## src/hw/rtl/ipdt_pkg.sv

```systemverilog
// ----------------------------------------------------------------------------
// ipdt_pkg: shared types and constants
// Register indexes, opcodes, field widths and reset values of the IR
// pulse-distance transmitter.
// ----------------------------------------------------------------------------
package ipdt_pkg;

    localparam int SAMPLE_W  = 10;
    localparam int DATA_W    = 4;
    localparam int BURST_W   = 8;
    localparam int SPACE_W   = 8;
    localparam int TRAILER_W = 10;
    localparam int COUNT_W   = 10;
    localparam int BIDX_W    = 3;
    localparam int REG_IDX_W = 2;
    localparam int WDATA_W   = 10;

    localparam logic [BURST_W-1:0]   BURST_RESET   = 8'd20;
    localparam logic [SPACE_W-1:0]   SPACE_RESET   = 8'd20;
    localparam logic [TRAILER_W-1:0] TRAILER_RESET = 10'd200;

    // bit index: start bit, four data bits, then trailer
    localparam logic [BIDX_W-1:0] BIT_START   = 3'd0;
    localparam logic [BIDX_W-1:0] BIT_LAST    = 3'd4;
    localparam logic [BIDX_W-1:0] BIT_TRAILER = 3'd5;

    typedef enum logic [REG_IDX_W-1:0] {
        REG_BURST   = 2'd0,
        REG_SPACE   = 2'd1,
        REG_TRAILER = 2'd2
    } ipdt_reg_t;

    typedef enum logic {
        OP_TICK = 1'b0,
        OP_LOAD = 1'b1
    } ipdt_op_t;

    typedef struct packed {
        logic [BURST_W-1:0]   burst_cycles;
        logic [SPACE_W-1:0]   space_cycles;
        logic [TRAILER_W-1:0] trailer_cycles;
    } ipdt_cfg_t;

    typedef struct packed {
        logic led_on;
        logic busy_res;
        logic frame_done;
    } ipdt_res_t;

endpackage

```

## src/hw/rtl/ipdt_core.sv

```systemverilog
// ----------------------------------------------------------------------------
// ipdt_core: frame sequencer
// Holds the frame state and works out the LED level, busy and done flags
// of one beat; the state advances on every accepted beat.
// ----------------------------------------------------------------------------
module ipdt_core
    import ipdt_pkg::*;
(
    input  logic                clk,
    input  logic                rst_n,
    input  logic                step,
    input  logic                op,
    input  logic [SAMPLE_W-1:0] sample,
    input  ipdt_cfg_t           cfg,
    output ipdt_res_t           res
);

    logic               sending_reg,     sending_next;
    logic [DATA_W-1:0]  payload_reg,     payload_next;
    logic [BIDX_W-1:0]  bit_index_reg,   bit_index_next;
    logic               in_space_reg,    in_space_next;
    logic [COUNT_W-1:0] cycle_count_reg, cycle_count_next;
    logic               half_phase_reg,  half_phase_next;

    logic               trailer;
    logic               data_bit;
    logic [BIDX_W-1:0]  sel;
    logic [COUNT_W-1:0] seg_len;
    logic [COUNT_W-1:0] len;
    logic               burst;
    logic               seg_end;

    always_comb
    begin
        trailer = (bit_index_reg >= BIT_TRAILER);
        sel     = BIT_LAST - bit_index_reg;
        data_bit = 1'b1;
        if (!trailer && bit_index_reg != BIT_START)
        begin
            data_bit = payload_reg[sel[1:0]];
        end

        if (trailer)
        begin
            seg_len = cfg.trailer_cycles;
        end
        else if (!data_bit)
        begin
            seg_len = {1'b0, cfg.space_cycles, 1'b0};
        end
        else if (!in_space_reg)
        begin
            seg_len = {2'b00, cfg.burst_cycles};
        end
        else
        begin
            seg_len = {2'b00, cfg.space_cycles};
        end
        len = (seg_len == '0) ? COUNT_W'(1) : seg_len;

        burst   = !trailer && data_bit && !in_space_reg;
        seg_end = ({1'b0, cycle_count_reg} + (COUNT_W+1)'(1)) >= {1'b0, len};
    end

    always_comb
    begin
        sending_next     = sending_reg;
        payload_next     = payload_reg;
        bit_index_next   = bit_index_reg;
        in_space_next    = in_space_reg;
        cycle_count_next = cycle_count_reg;
        half_phase_next  = half_phase_reg;
        res.led_on       = 1'b0;
        res.frame_done   = 1'b0;

        if (op == OP_LOAD)
        begin
            if (!sending_reg)
            begin
                payload_next     = sample[SAMPLE_W-1 -: DATA_W];
                bit_index_next   = BIT_START;
                in_space_next    = 1'b0;
                cycle_count_next = '0;
                half_phase_next  = 1'b0;
                sending_next     = 1'b1;
            end
        end
        else if (sending_reg)
        begin
            res.led_on = burst && !half_phase_reg;
            if (!half_phase_reg)
            begin
                half_phase_next = 1'b1;
            end
            else
            begin
                half_phase_next = 1'b0;
                if (seg_end)
                begin
                    cycle_count_next = '0;
                    priority if (burst)
                    begin
                        in_space_next = 1'b1;
                    end
                    else if (trailer)
                    begin
                        sending_next   = 1'b0;
                        res.frame_done = 1'b1;
                        bit_index_next = BIT_START;
                        in_space_next  = 1'b0;
                    end
                    else
                    begin
                        bit_index_next = bit_index_reg + BIDX_W'(1);
                        in_space_next  = 1'b0;
                    end
                end
                else
                begin
                    cycle_count_next = cycle_count_reg + COUNT_W'(1);
                end
            end
        end
        res.busy_res = sending_next;
    end

    always_ff @(posedge clk or negedge rst_n)
    begin
        if (!rst_n)
        begin
            sending_reg     <= 1'b0;
            payload_reg     <= '0;
            bit_index_reg   <= BIT_START;
            in_space_reg    <= 1'b0;
            cycle_count_reg <= '0;
            half_phase_reg  <= 1'b0;
        end
        else if (step)
        begin
            sending_reg     <= sending_next;
            payload_reg     <= payload_next;
            bit_index_reg   <= bit_index_next;
            in_space_reg    <= in_space_next;
            cycle_count_reg <= cycle_count_next;
            half_phase_reg  <= half_phase_next;
        end
    end

    // frame state never runs past the trailer
    a_bidx_range: assert property (@(posedge clk) disable iff (!rst_n)
        bit_index_reg <= BIT_TRAILER)
        else $error("bit index past trailer");

    // done ends the frame
    a_done_idle: assert property (@(posedge clk) disable iff (!rst_n)
        step && res.frame_done |=> !sending_reg)
        else $error("frame still busy after done");

    // LED only lights inside a frame, never in the trailer
    a_led_frame: assert property (@(posedge clk) disable iff (!rst_n)
        res.led_on |-> sending_reg && !trailer && res.busy_res)
        else $error("LED on outside a burst");

    // second half of a carrier cycle always ends with phase back at zero
    a_phase: assert property (@(posedge clk) disable iff (!rst_n)
        step && sending_reg && op == OP_TICK && half_phase_reg |=> !half_phase_reg)
        else $error("half phase did not toggle back");

endmodule

```

## config.mk

```make
export PLATFORM = sky130hd
export DESIGN_NAME = ipdt_core
export DESIGN_NICKNAME = d
export VERILOG_FILES = /design/src/hw/rtl/ipdt_pkg.sv /design/src/hw/rtl/ipdt_core.sv
export SDC_FILE = /design/constraint.sdc
export NUM_CORES = 1
export LEC_CHECK = 0
export BUFFER_PORTS_ARGS = -buffer_cell sky130_fd_sc_hd__buf_2
export CAP_MARGIN = 20
export CORE_ASPECT_RATIO = 1.5
export CORE_MARGIN = 1.5
export CORE_UTILIZATION = 29
export CTS_BUF_LIST = sky130_fd_sc_hd__clkbuf_8
export CTS_CLUSTER_SIZE = 28
export DETAILED_ROUTE_END_ITERATION = 12
export SKIP_LAST_GASP = 1
export SYNTH_ARGS = -nofsm -noshare
export SYNTH_HDL_FRONTEND = slang
export SYNTH_SLANG_ARGS = --single-unit
```

## constraint.sdc

```tcl
create_clock -name clk -period 5.65 [get_ports clk]
set_input_delay 0.8475 -clock clk [delete_from_list [all_inputs] [get_ports clk]]
set_output_delay 0.8475 -clock clk [all_outputs]
set_load 0.02 [all_outputs]
```

==> results of run 1 <==
## cells in the final DEF (no fill, tap or decap), types with 4 or more instances in the layout
cell type and n:
a21o_1 4, a21oi_1 10, a221oi_2 6, a22o_1 6
and3_1 6, buf_2 36, dfrtp_1 20, ha_1 15
inv_1 4, mux2_2 4, mux2i_1 10, nand2_1 23
nand3_1 13, nor2_1 11, nor3_1 5, o211ai_1 5
o21ai_0 6, o21ai_1 7, xnor2_1 6
## stage by stage
stage	hold WS (ns)	cell area, sq um	setup WS, ns	power, W
after global placement	0.489	2110	0.901	0.000561
after global routing	0.534	2180	0.187	0.000770
after detailed placement	0.497	2110	0.833	0.000568
after CTS	0.516	2180	0.560	0.000720
final	0.511	2180	0.556	0.000714
after floorplan	0.479	1880	1.62	0.000478
## worst max-delay path, stage by stage (launching register included)
cell and delay (ns):
dfrtp_1 0.53, ha_1 0.24, o31a_1 0.72, nor2_1 0.14, a221oi_2 0.36, o2111ai_1 0.17
o21ai_1 0.15, ha_1 0.24, nand2b_1 0.14, a211oi_1 0.24, o21bai_1 0.17, a41oi_4 0.42
nor3_2 0.11, and3_1 0.19, buf_2 0.15
## per-layer routing
layer,global-route usage [%],up-vias
met4,2.71,0
met5,0,-
met1,17.6,856
met2,29.1,16
li1,-,859
met3,1.33,3
## path summary, 6_finish.rpt
path | to | slack, ns
worst max-delay path | res[0] | 0.56
worst min-delay path | sending_reg$_DFFE_PN0P_ | 0.51
worst max register to register | cycle_count_reg[5]$_DFFE_PN0P_ | 1.59
worst min register to register | payload_reg[3]$_DFFE_PN0P_ | 0.51
max in group asynchronous | payload_reg[2]$_DFFE_PN0P_ | 4.80
min in group clk | payload_reg[3]$_DFFE_PN0P_ | 0.51
## power by group through the flow
stage	Combinational, W	Clock, W	Sequential, W
floorplan	0.000294	0	0.000184
global placement	0.000363	0	0.000198
detailed placement	0.000368	0	0.000200
CTS	0.000370	0.000153	0.000197
global route	0.000412	0.000156	0.000201
finish	0.000369	0.000149	0.000197
## cell families (layout without fill, tap and decap cells)
family | Yosys count | in the layout
xor gates and xnor gates | 8 | 8
AOI/OAI and AO/OA | 62 | 62
adders and majority gates | 15 | 15
and+or+nand+nor | 77 | 77
DFF | 20 | 20
buffers and inverters | 13 | 45
muxes | 14 | 14
## cell type report
type                       count  area, sq um  area share (%)
multi-input combinational    176         1310            60.2
clock inverter                 1         30.0            1.38
clock buffer                   3         41.3            1.90
sequential                    20          500            23.0
tap                           74         92.6            4.25
timing repair buffer          37          188            8.62
inverter                       4         15.0           0.690
==> metrics, run 1 <==
P_sw 0.000305 W; Post-synth EDFFs 0; sum of negative setup slack 0 ns; ys async rst share 100%; P&R area growth vs syn 15.8%; WS Path Type flip-flop to output port; synth top area cells dfrtp_1 (27%), ha_1 (10%), mux2i_1 (5.3%); # fillers 675; TritonCTS clock tree built; H-Tree Depth 1; final WL 4900 um; WL met1 1940 um; All-Layer GR Usage 15.1%; number of antenna-violating nets in the routed design 0; Slew headroom 42.0%; GP Congestion 0.819; DIE WIDTH 68.7 um; share of power burned in registers 27.5%; die outline height 102 um; 1st-pass router iterations 4; Worst-Skew Late Latency 0.27 ns; first-pass GRT wire length 8140 um; Initial Util 30.2%; Min-Delay Path Class primary input to asynchronous set/reset pin; # rows 35; Int Pwr 0.000409 W; FF+latch count, synth 20; setup violators final 0; placed cells 311; Final #Nets 297; yosys synthesis warning count 0; number of global-route vias before repair 1,760; Tmin final 5.09 ns; post-synth top area share 26.6%; max reg flops 10; compound-gate portion of the synthesized area 26.6%; status complete, no violations; DRT iter0 DRCs 39; fin. max-slew vios 0; largest family of logic cells by synthesized area compound AO/OA/AOI/OAI gates; synth unique cells 53; Comb power frac 51.6%; multiplexer share of the synthesized area 7.72%; WL met2 2860 um; vias 1,734; # resized after CTS 0; io pins 43; worst r2r path cells 13; syn_nets 264; die area 0.00698 sq mm; syn_area_per_cell 8.99 sq um; PD cells 328 mW/mm^2; top post-synthesis cells by count nand2_1 (23), dfrtp_1 (20), ha_1 (15), nand3_1 (13), nor2_1 (11); switch share 42.7%; Clock Sink Count 20; pin count of the biggest net entering global routing 21; dominant synthesized flop cell dfrtp_1; Worst Path Required 4.80 ns; Final Cycle Share 90.2%; cell area after synthesis 0.00188 sq mm; Post-Synth Simple-Gate Area 21.6%; nature of the critical path startpoint flip-flop; clk buf depth 2; clock group share of total power 20.8%; area leader, netlist dfrtp_1; Cell Count, Final, Fillers Out 315; grt total ovfl 0; post-synthesis sequential area ratio 26.6%; peak supply drop 0.203 mV; Worst setup EP type output port; IO Port Bufs 36; Tightest Pin Transition 0.869 ns; post-CTS setup buffer count 0; Detail Placement HPWL 3950 um; clock slew seen by the registers of the worst setup and hold paths 0.09 ns; top sig layer met4; antenna violations before repair 0; CP max FO 18; CP startpoint bit_index_reg[0]$_DFFE_PN0P_; XOR/XNOR Fraction of Synth Area 3.73%; CTS buffer count 3; met3 WL 69 um; ant diodes 0; Synth Instances 209; area share of fa/ha/maj cells after synthesis 9.99%; crit path DAT 4.25 ns; fmax 196 MHz; DRC Markers 0; CTS Hold Buffers Added 0; Fin. Hold Viols 0; wire length per cell 15.5 um; r2r startpoint bit_index_reg[0]$_DFFE_PN0P_; max_cap viols 0; CTS root buf clkbuf_8; RSZ-0062 raised after global routing false; Pleak 1.05 nW; Setup Skew 0.0101 ns; final core utilization 35.0%; vias per cell 5.50; top-count cell post-synth nand2_1; ratio of cells with drive above 1 in the final layout 25.3%; Core ar. 0.00622 sq mm
Note: power is estimated with default switching activity, not from simulation.
==> inputs of run 2 (changes only) <==
Clock period 5.65 ns to 5.08 ns, I/O delays scaled along.
==> metrics, run 2 (synthesized netlist as in run 1, its figures left out) <==
DRT iter0 DRCs 24 (was 39); Worst setup EP type output port (unchanged); most frequent cells in the layout buf_2 (36), nand2_1 (23), dfrtp_1 (20) (unchanged); Tmin final 4.73 ns; fin. max-slew vios 0 (unchanged); worst flop-to-flop path endpoint cycle_count_reg[5]$_DFFE_PN0P_ (unchanged); pin count of the biggest net entering global routing 21 (unchanged); Final Cycle Share 93.2%; TritonCTS clock tree built (unchanged); worst r2r path cells 15 (was 13); CP cell instances inv_1 > ha_1 > o31a_1 > nor2_1 > a221oi_2 > nand4_1 > o21ai_1 > ha_1 > nand2b_1 > a211oi_1 > o21bai_1 > a41oi_4 > nor3_2 > and3_1 > buf_2 (was ha_1 > o31a_1 > nor2_1 > a221oi_2 > o2111ai_1 > o21ai_1 > ha_1 > nand2b_1 > a211oi_1 > o21bai_1 > a41oi_4 > nor3_2 > and3_1 > buf_2); vias 1,704 (was 1,734); Detail Placement HPWL 3940 um (was 3950 um); most common cell after layout, fill and taps aside buf_2 (unchanged); Final #Nets 299 (was 297); P_sw 0.000338 W (was 0.000305 W); vias per cell 5.38 (was 5.50); r2r startpoint bit_index_reg[1]$_DFFE_PN0P_ (was bit_index_reg[0]$_DFFE_PN0P_); post-CTS setup buffer count 0 (unchanged); # fillers 683 (was 675); CP dominant cell by count ha_1 (unchanged); ant diodes 0 (unchanged); max_cap viols 0 (unchanged); Setup Skew 0.00706 ns (was 0.0101 ns); clock group share of total power 20.8% (about the same); RSZ-0062 raised after global routing false (unchanged); Initial Util 30.2% (unchanged); setup violators final 0 (unchanged); grt total ovfl 0 (unchanged); Min-Delay Path Class primary input to asynchronous set/reset pin (unchanged); Core ar. 0.00622 sq mm (unchanged); Worst Path Required 4.32 ns (was 4.80 ns); P&R area growth vs syn 16.6% (was 15.8%); All-Layer GR Usage 14.7% (was 15.1%); R2R setup slack 1.11 ns (was 1.59 ns); antenna violations before repair 0 (unchanged); DRC Markers 0 (unchanged); nature of the critical path startpoint flip-flop (unchanged); Max stage delay on crit path 0.68 ns (was 0.72 ns); max reg flops 10 (unchanged); clk buf depth 2 (unchanged); WS Path Type flip-flop to output port (unchanged); Slew headroom 42.8% (was 42.0%); first-pass GRT wire length 7970 um (was 8140 um); CTS root buf clkbuf_8 (unchanged); IO Port Bufs 36 (unchanged); Pleak 1.05 nW (about the same); CTS buffer count 3 (unchanged); Int Pwr 0.000460 W (was 0.000409 W); CTS Hold Buffers Added 0 (unchanged); fmax 211 MHz; final WL 4770 um (was 4900 um); io pins 43 (unchanged); die outline height 102 um (unchanged); switch share 42.4% (was 42.7%); peak supply drop 0.181 mV (was 0.203 mV); GP Congestion 0.840 (was 0.819); 1st-pass router iterations 4 (unchanged); wire length per cell 15.0 um (was 15.5 um); share of power burned in registers 26.9% (was 27.5%); number of antenna-violating nets in the routed design 0 (unchanged); Slowest-stage cell, CP o31a_1 (unchanged); crit path DAT 3.97 ns (was 4.25 ns); clock slew seen by the registers of the worst setup and hold paths 0.09 ns (about the same); Fin. Hold Viols 0 (unchanged); PD cells 364 mW/mm^2 (was 328 mW/mm^2); ratio of cells with drive above 1 in the final layout 25.9% (was 25.3%); # rows 35 (unchanged); final core utilization 35.3% (was 35.0%); number of global-route vias before repair 1,748 (was 1,760); CP max FO 18 (unchanged); sum of negative setup slack 0 ns (unchanged); # resized after CTS 0 (unchanged); Worst-Skew Late Latency 0.27 ns (about the same); Comb power frac 52.4% (was 51.6%); DIE WIDTH 68.7 um (unchanged); H-Tree Depth 1 (unchanged); Tightest Pin Transition 0.852 ns (was 0.869 ns); Clock Sink Count 20 (unchanged); die area 0.00698 sq mm (unchanged); status complete, no violations (unchanged)
==> run 2: area by class of cell <==
| type | instances | area, sq um | share of cell area, % |
|---|---|---|---|
| clock buffers | 3 | 41.3 | 1.88 |
| clock inverters | 1 | 30.0 | 1.37 |
| inverters | 4 | 15.0 | 0.685 |
| multi-input cells | 176 | 1310 | 59.8 |
| flip-flops and latches | 20 | 500 | 22.8 |
| well taps | 74 | 92.6 | 4.22 |
| repair buffers | 39 | 203 | 9.25 |
==> run 2: power groups by stage <==
stage | registers (W) | clock network, W | logic (W)
after floorplan | 0.000205 | 0 | 0.000326
after global placement | 0.000216 | 0 | 0.000414
after detailed placement | 0.000218 | 0 | 0.000419
after CTS | 0.000214 | 0.000169 | 0.000422
after global routing | 0.000220 | 0.000174 | 0.000466
final | 0.000214 | 0.000166 | 0.000418
==> run 2: routing by layer <==
metal	up-vias	part of all wire, %	global-route usage (%)
li1	858	-	-
met5	-	0	0
met3	7	2.1	1.89
met4	0	1.7	3.62
met1	815	38	15.7
met2	24	59	28.9
==> run 2: worst max-delay path by stage <==
| stage | to | depth (start not counted) | start | slack, ns |
|---|---|---|---|---|
| global placement | res[0] | 15 | bit_index_reg[1]$_DFFE_PN0P_ | 0.67 |
| finish | res[0] | 15 | bit_index_reg[1]$_DFFE_PN0P_ | 0.35 |
| global route | res[0] | 15 | bit_index_reg[1]$_DFFE_PN0P_ | 0.08 |
| floorplan | res[1] | 16 | bit_index_reg[1]$_DFFE_PN0P_ | 1.13 |
| detailed placement | res[0] | 15 | bit_index_reg[1]$_DFFE_PN0P_ | 0.62 |
| CTS | res[0] | 15 | bit_index_reg[1]$_DFFE_PN0P_ | 0.31 |
==> run 2: worst max-delay path: cells and delay by family (launching register included) <==
| family | cells | cell delay, ns |
|---|---|---|
| adder cells (fa/ha/maj) | 2 | 0.42 |
| AND/OR/NAND/NOR | 5 | 0.69 |
| AO/OA/AOI/OAI | 6 | 1.90 |
| flip-flops | 1 | 0.42 |
| buffers and inverters | 2 | 0.26 |
==> run 2: per-stage QoR <==
step | instance area, sq um | hold WS, ns | setup WS [ns] | cells | power, W
finish | 2190 | 0.432 | 0.345 | 317 | 0.000798
global route | 2190 | 0.475 | 0.0788 | 317 | 0.000860
CTS | 2190 | 0.445 | 0.306 | 317 | 0.000806
detailed placement | 2120 | 0.494 | 0.621 | 313 | 0.000637
global placement | 2120 | 0.489 | 0.666 | 313 | 0.000630
floorplan | 1880 | 0.466 | 1.13 | 209 | 0.000531
==> inputs of run 3 (changes only) <==
Settings changed: CORE_ASPECT_RATIO 1.5 to 1.25.
==> metrics, run 3 (synthesized netlist as in run 1, its figures left out) <==
fin. max-slew vios 0 (unchanged); Int Pwr 0.000457 W (was 0.000460 W); clk buf depth 2 (unchanged); Place WS 0.607 ns (was 0.621 ns); Worst-Skew Late Latency 0.27 ns (about the same); Core ar. 0.00621 sq mm (was 0.00622 sq mm); Fin. Hold Viols 0 (unchanged); first-pass GRT wire length 7380 um (was 7970 um); io pins 43 (unchanged); final hold slack 0.431 ns (was 0.432 ns); Slew headroom 43.1% (was 42.8%); CTS buffer count 3 (unchanged); most common cell after layout, fill and taps aside buf_2 (unchanged); PD cells 361 mW/mm^2 (was 364 mW/mm^2); P_sw 0.000338 W (about the same); # rows 32 (was 35); Worst Path Required 4.32 ns (about the same); post-CTS setup buffer count 0 (unchanged); max_cap viols 0 (unchanged); CTS Hold Buffers Added 0 (unchanged); ratio of cells with drive above 1 in the final layout 25.6% (was 25.9%); r2r startpoint bit_index_reg[0]$_DFFE_PN0P_ (was bit_index_reg[1]$_DFFE_PN0P_); DRT iter0 DRCs 45 (was 24); placed cells 323 (was 313); fmax 209 MHz (was 211 MHz); sum of negative setup slack 0 ns (unchanged); Worst setup EP type output port (unchanged); TritonCTS clock tree built (unchanged); clock group share of total power 20.7% (was 20.8%); vias per cell 5.17 (was 5.38); Tightest Pin Transition 0.853 ns (was 0.852 ns); die area 0.00698 sq mm (about the same); IO Port Bufs 36 (unchanged); CTS root buf clkbuf_8 (unchanged); Cell Count, Final, Fillers Out 327 (was 317); DIE WIDTH 75 um (was 68.7 um); number of antenna-violating nets in the routed design 0 (unchanged); RSZ-0062 raised after global routing false (unchanged); pin count of the biggest net entering global routing 21 (unchanged); Final #Nets 298 (was 299); share of power burned in registers 27.4% (was 26.9%); All-Layer GR Usage 13.5% (was 14.7%); 1st-pass router iterations 4 (unchanged); Min-Delay Path Class primary input to asynchronous set/reset pin (unchanged); max reg flops 10 (unchanged); Initial Util 30.3% (was 30.2%); H-Tree Depth 1 (unchanged); worst r2r path cells 14 (was 15); WS Path Type flip-flop to output port (unchanged); setup violators final 0 (unchanged); P&R area growth vs syn 17.0% (was 16.6%); vias 1,692 (was 1,704); Comb power frac 52.0% (was 52.4%); R2R setup slack 1.08 ns (was 1.11 ns); Setup Skew 0.00705 ns (was 0.00706 ns); nature of the critical path startpoint flip-flop (unchanged); switch share 42.5% (was 42.4%); die outline height 93 um (was 102 um); crit path DAT 4.03 ns (was 3.97 ns); grt total ovfl 0 (unchanged); Clock Sink Count 20 (unchanged); GP Congestion 0.846 (was 0.840); Pleak 1.05 nW (about the same); Final Cycle Share 94.2% (was 93.2%); ant diodes 0 (unchanged); # resized after CTS 0 (unchanged); antenna violations before repair 0 (unchanged); final WL 4550 um (was 4770 um); Detail Placement HPWL 3660 um (was 3940 um); number of global-route vias before repair 1,626 (was 1,748); DRC Markers 0 (unchanged); most frequent cells in the layout buf_2 (36), nand2_1 (23), dfrtp_1 (20) (unchanged); CP max FO 18 (unchanged); Tmin final 4.79 ns (was 4.73 ns); clock slew seen by the registers of the worst setup and hold paths 0.08 ns (was 0.09 ns); worst setup margin 0.293 ns (was 0.345 ns); peak supply drop 0.217 mV (was 0.181 mV); status complete, no violations (unchanged); wire length per cell 13.9 um (was 15.0 um); Final Power 0.000795 W (was 0.000798 W); worst flop-to-flop path endpoint cycle_count_reg[5]$_DFFE_PN0P_ (unchanged)
-- run 3: stage by stage --
step	util [%]	cell area, sq um
3_3_place_gp	34.3	2130
3_5_place_dp	34.3	2130
5_1_grt	35.4	2200
4_1_cts	35.4	2200
2_1_floorplan	-	1880
6_report	35.4	2200
-- run 3: worst max-delay path: stages, from the launching register on --
cell and delay (ns):
dfrtp_1 0.51, ha_1 0.24, o31a_1 0.71, nor2_1 0.14, a221oi_2 0.36, o2111ai_1 0.17, o21ai_1 0.16, ha_1 0.24
nand2b_1 0.13, a211oi_1 0.25, o21bai_1 0.17, a41oi_4 0.27, nor3_2 0.09, and3_1 0.18, buf_2 0.15
-- run 3: power groups by stage --
| stage | clock [W] | combinational (W) | sequential, W |
|---|---|---|---|
| final | 0.000164 | 0.000413 | 0.000217 |
| after global routing | 0.000174 | 0.000464 | 0.000222 |
| after global placement | 0 | 0.000407 | 0.000220 |
| after floorplan | 0 | 0.000326 | 0.000205 |
| after detailed placement | 0 | 0.000411 | 0.000221 |
| after CTS | 0.000165 | 0.000414 | 0.000218 |
-- run 3: per-layer routing --
layer	wire length [um]	GRT usage [%]	part of all wire [%]	vias up
met3	82	1.51	1.8	7
met4	59	3.94	1.3	0
met5	0	0	0	-
met2	2420	23.6	53	22
met1	1980	17.2	44	807
li1	-	-	-	856
-- run 3: final cells by class --
class | count | area [sq um]
Clock buffer | 3 | 41.3
Clock inverter | 1 | 30.0
Fill cell | 652 | 4010
Inverter | 4 | 15.0
Multi-Input combinational cell | 176 | 1310
Sequential cell | 20 | 500
Tap cell | 85 | 106
Timing Repair Buffer | 38 | 195
-- run 3: how the worst max path moves through the flow --
stage	cells after the start	endpoint	slack, ns	start
global route	14	res[0]	0.05	bit_index_reg[0]$_DFFE_PN0P_
floorplan	16	res[1]	1.13	bit_index_reg[1]$_DFFE_PN0P_
finish	14	res[0]	0.29	bit_index_reg[0]$_DFFE_PN0P_
global placement	14	res[0]	0.61	bit_index_reg[0]$_DFFE_PN0P_
CTS	14	res[0]	0.27	bit_index_reg[0]$_DFFE_PN0P_
detailed placement	14	res[0]	0.61	bit_index_reg[0]$_DFFE_PN0P_
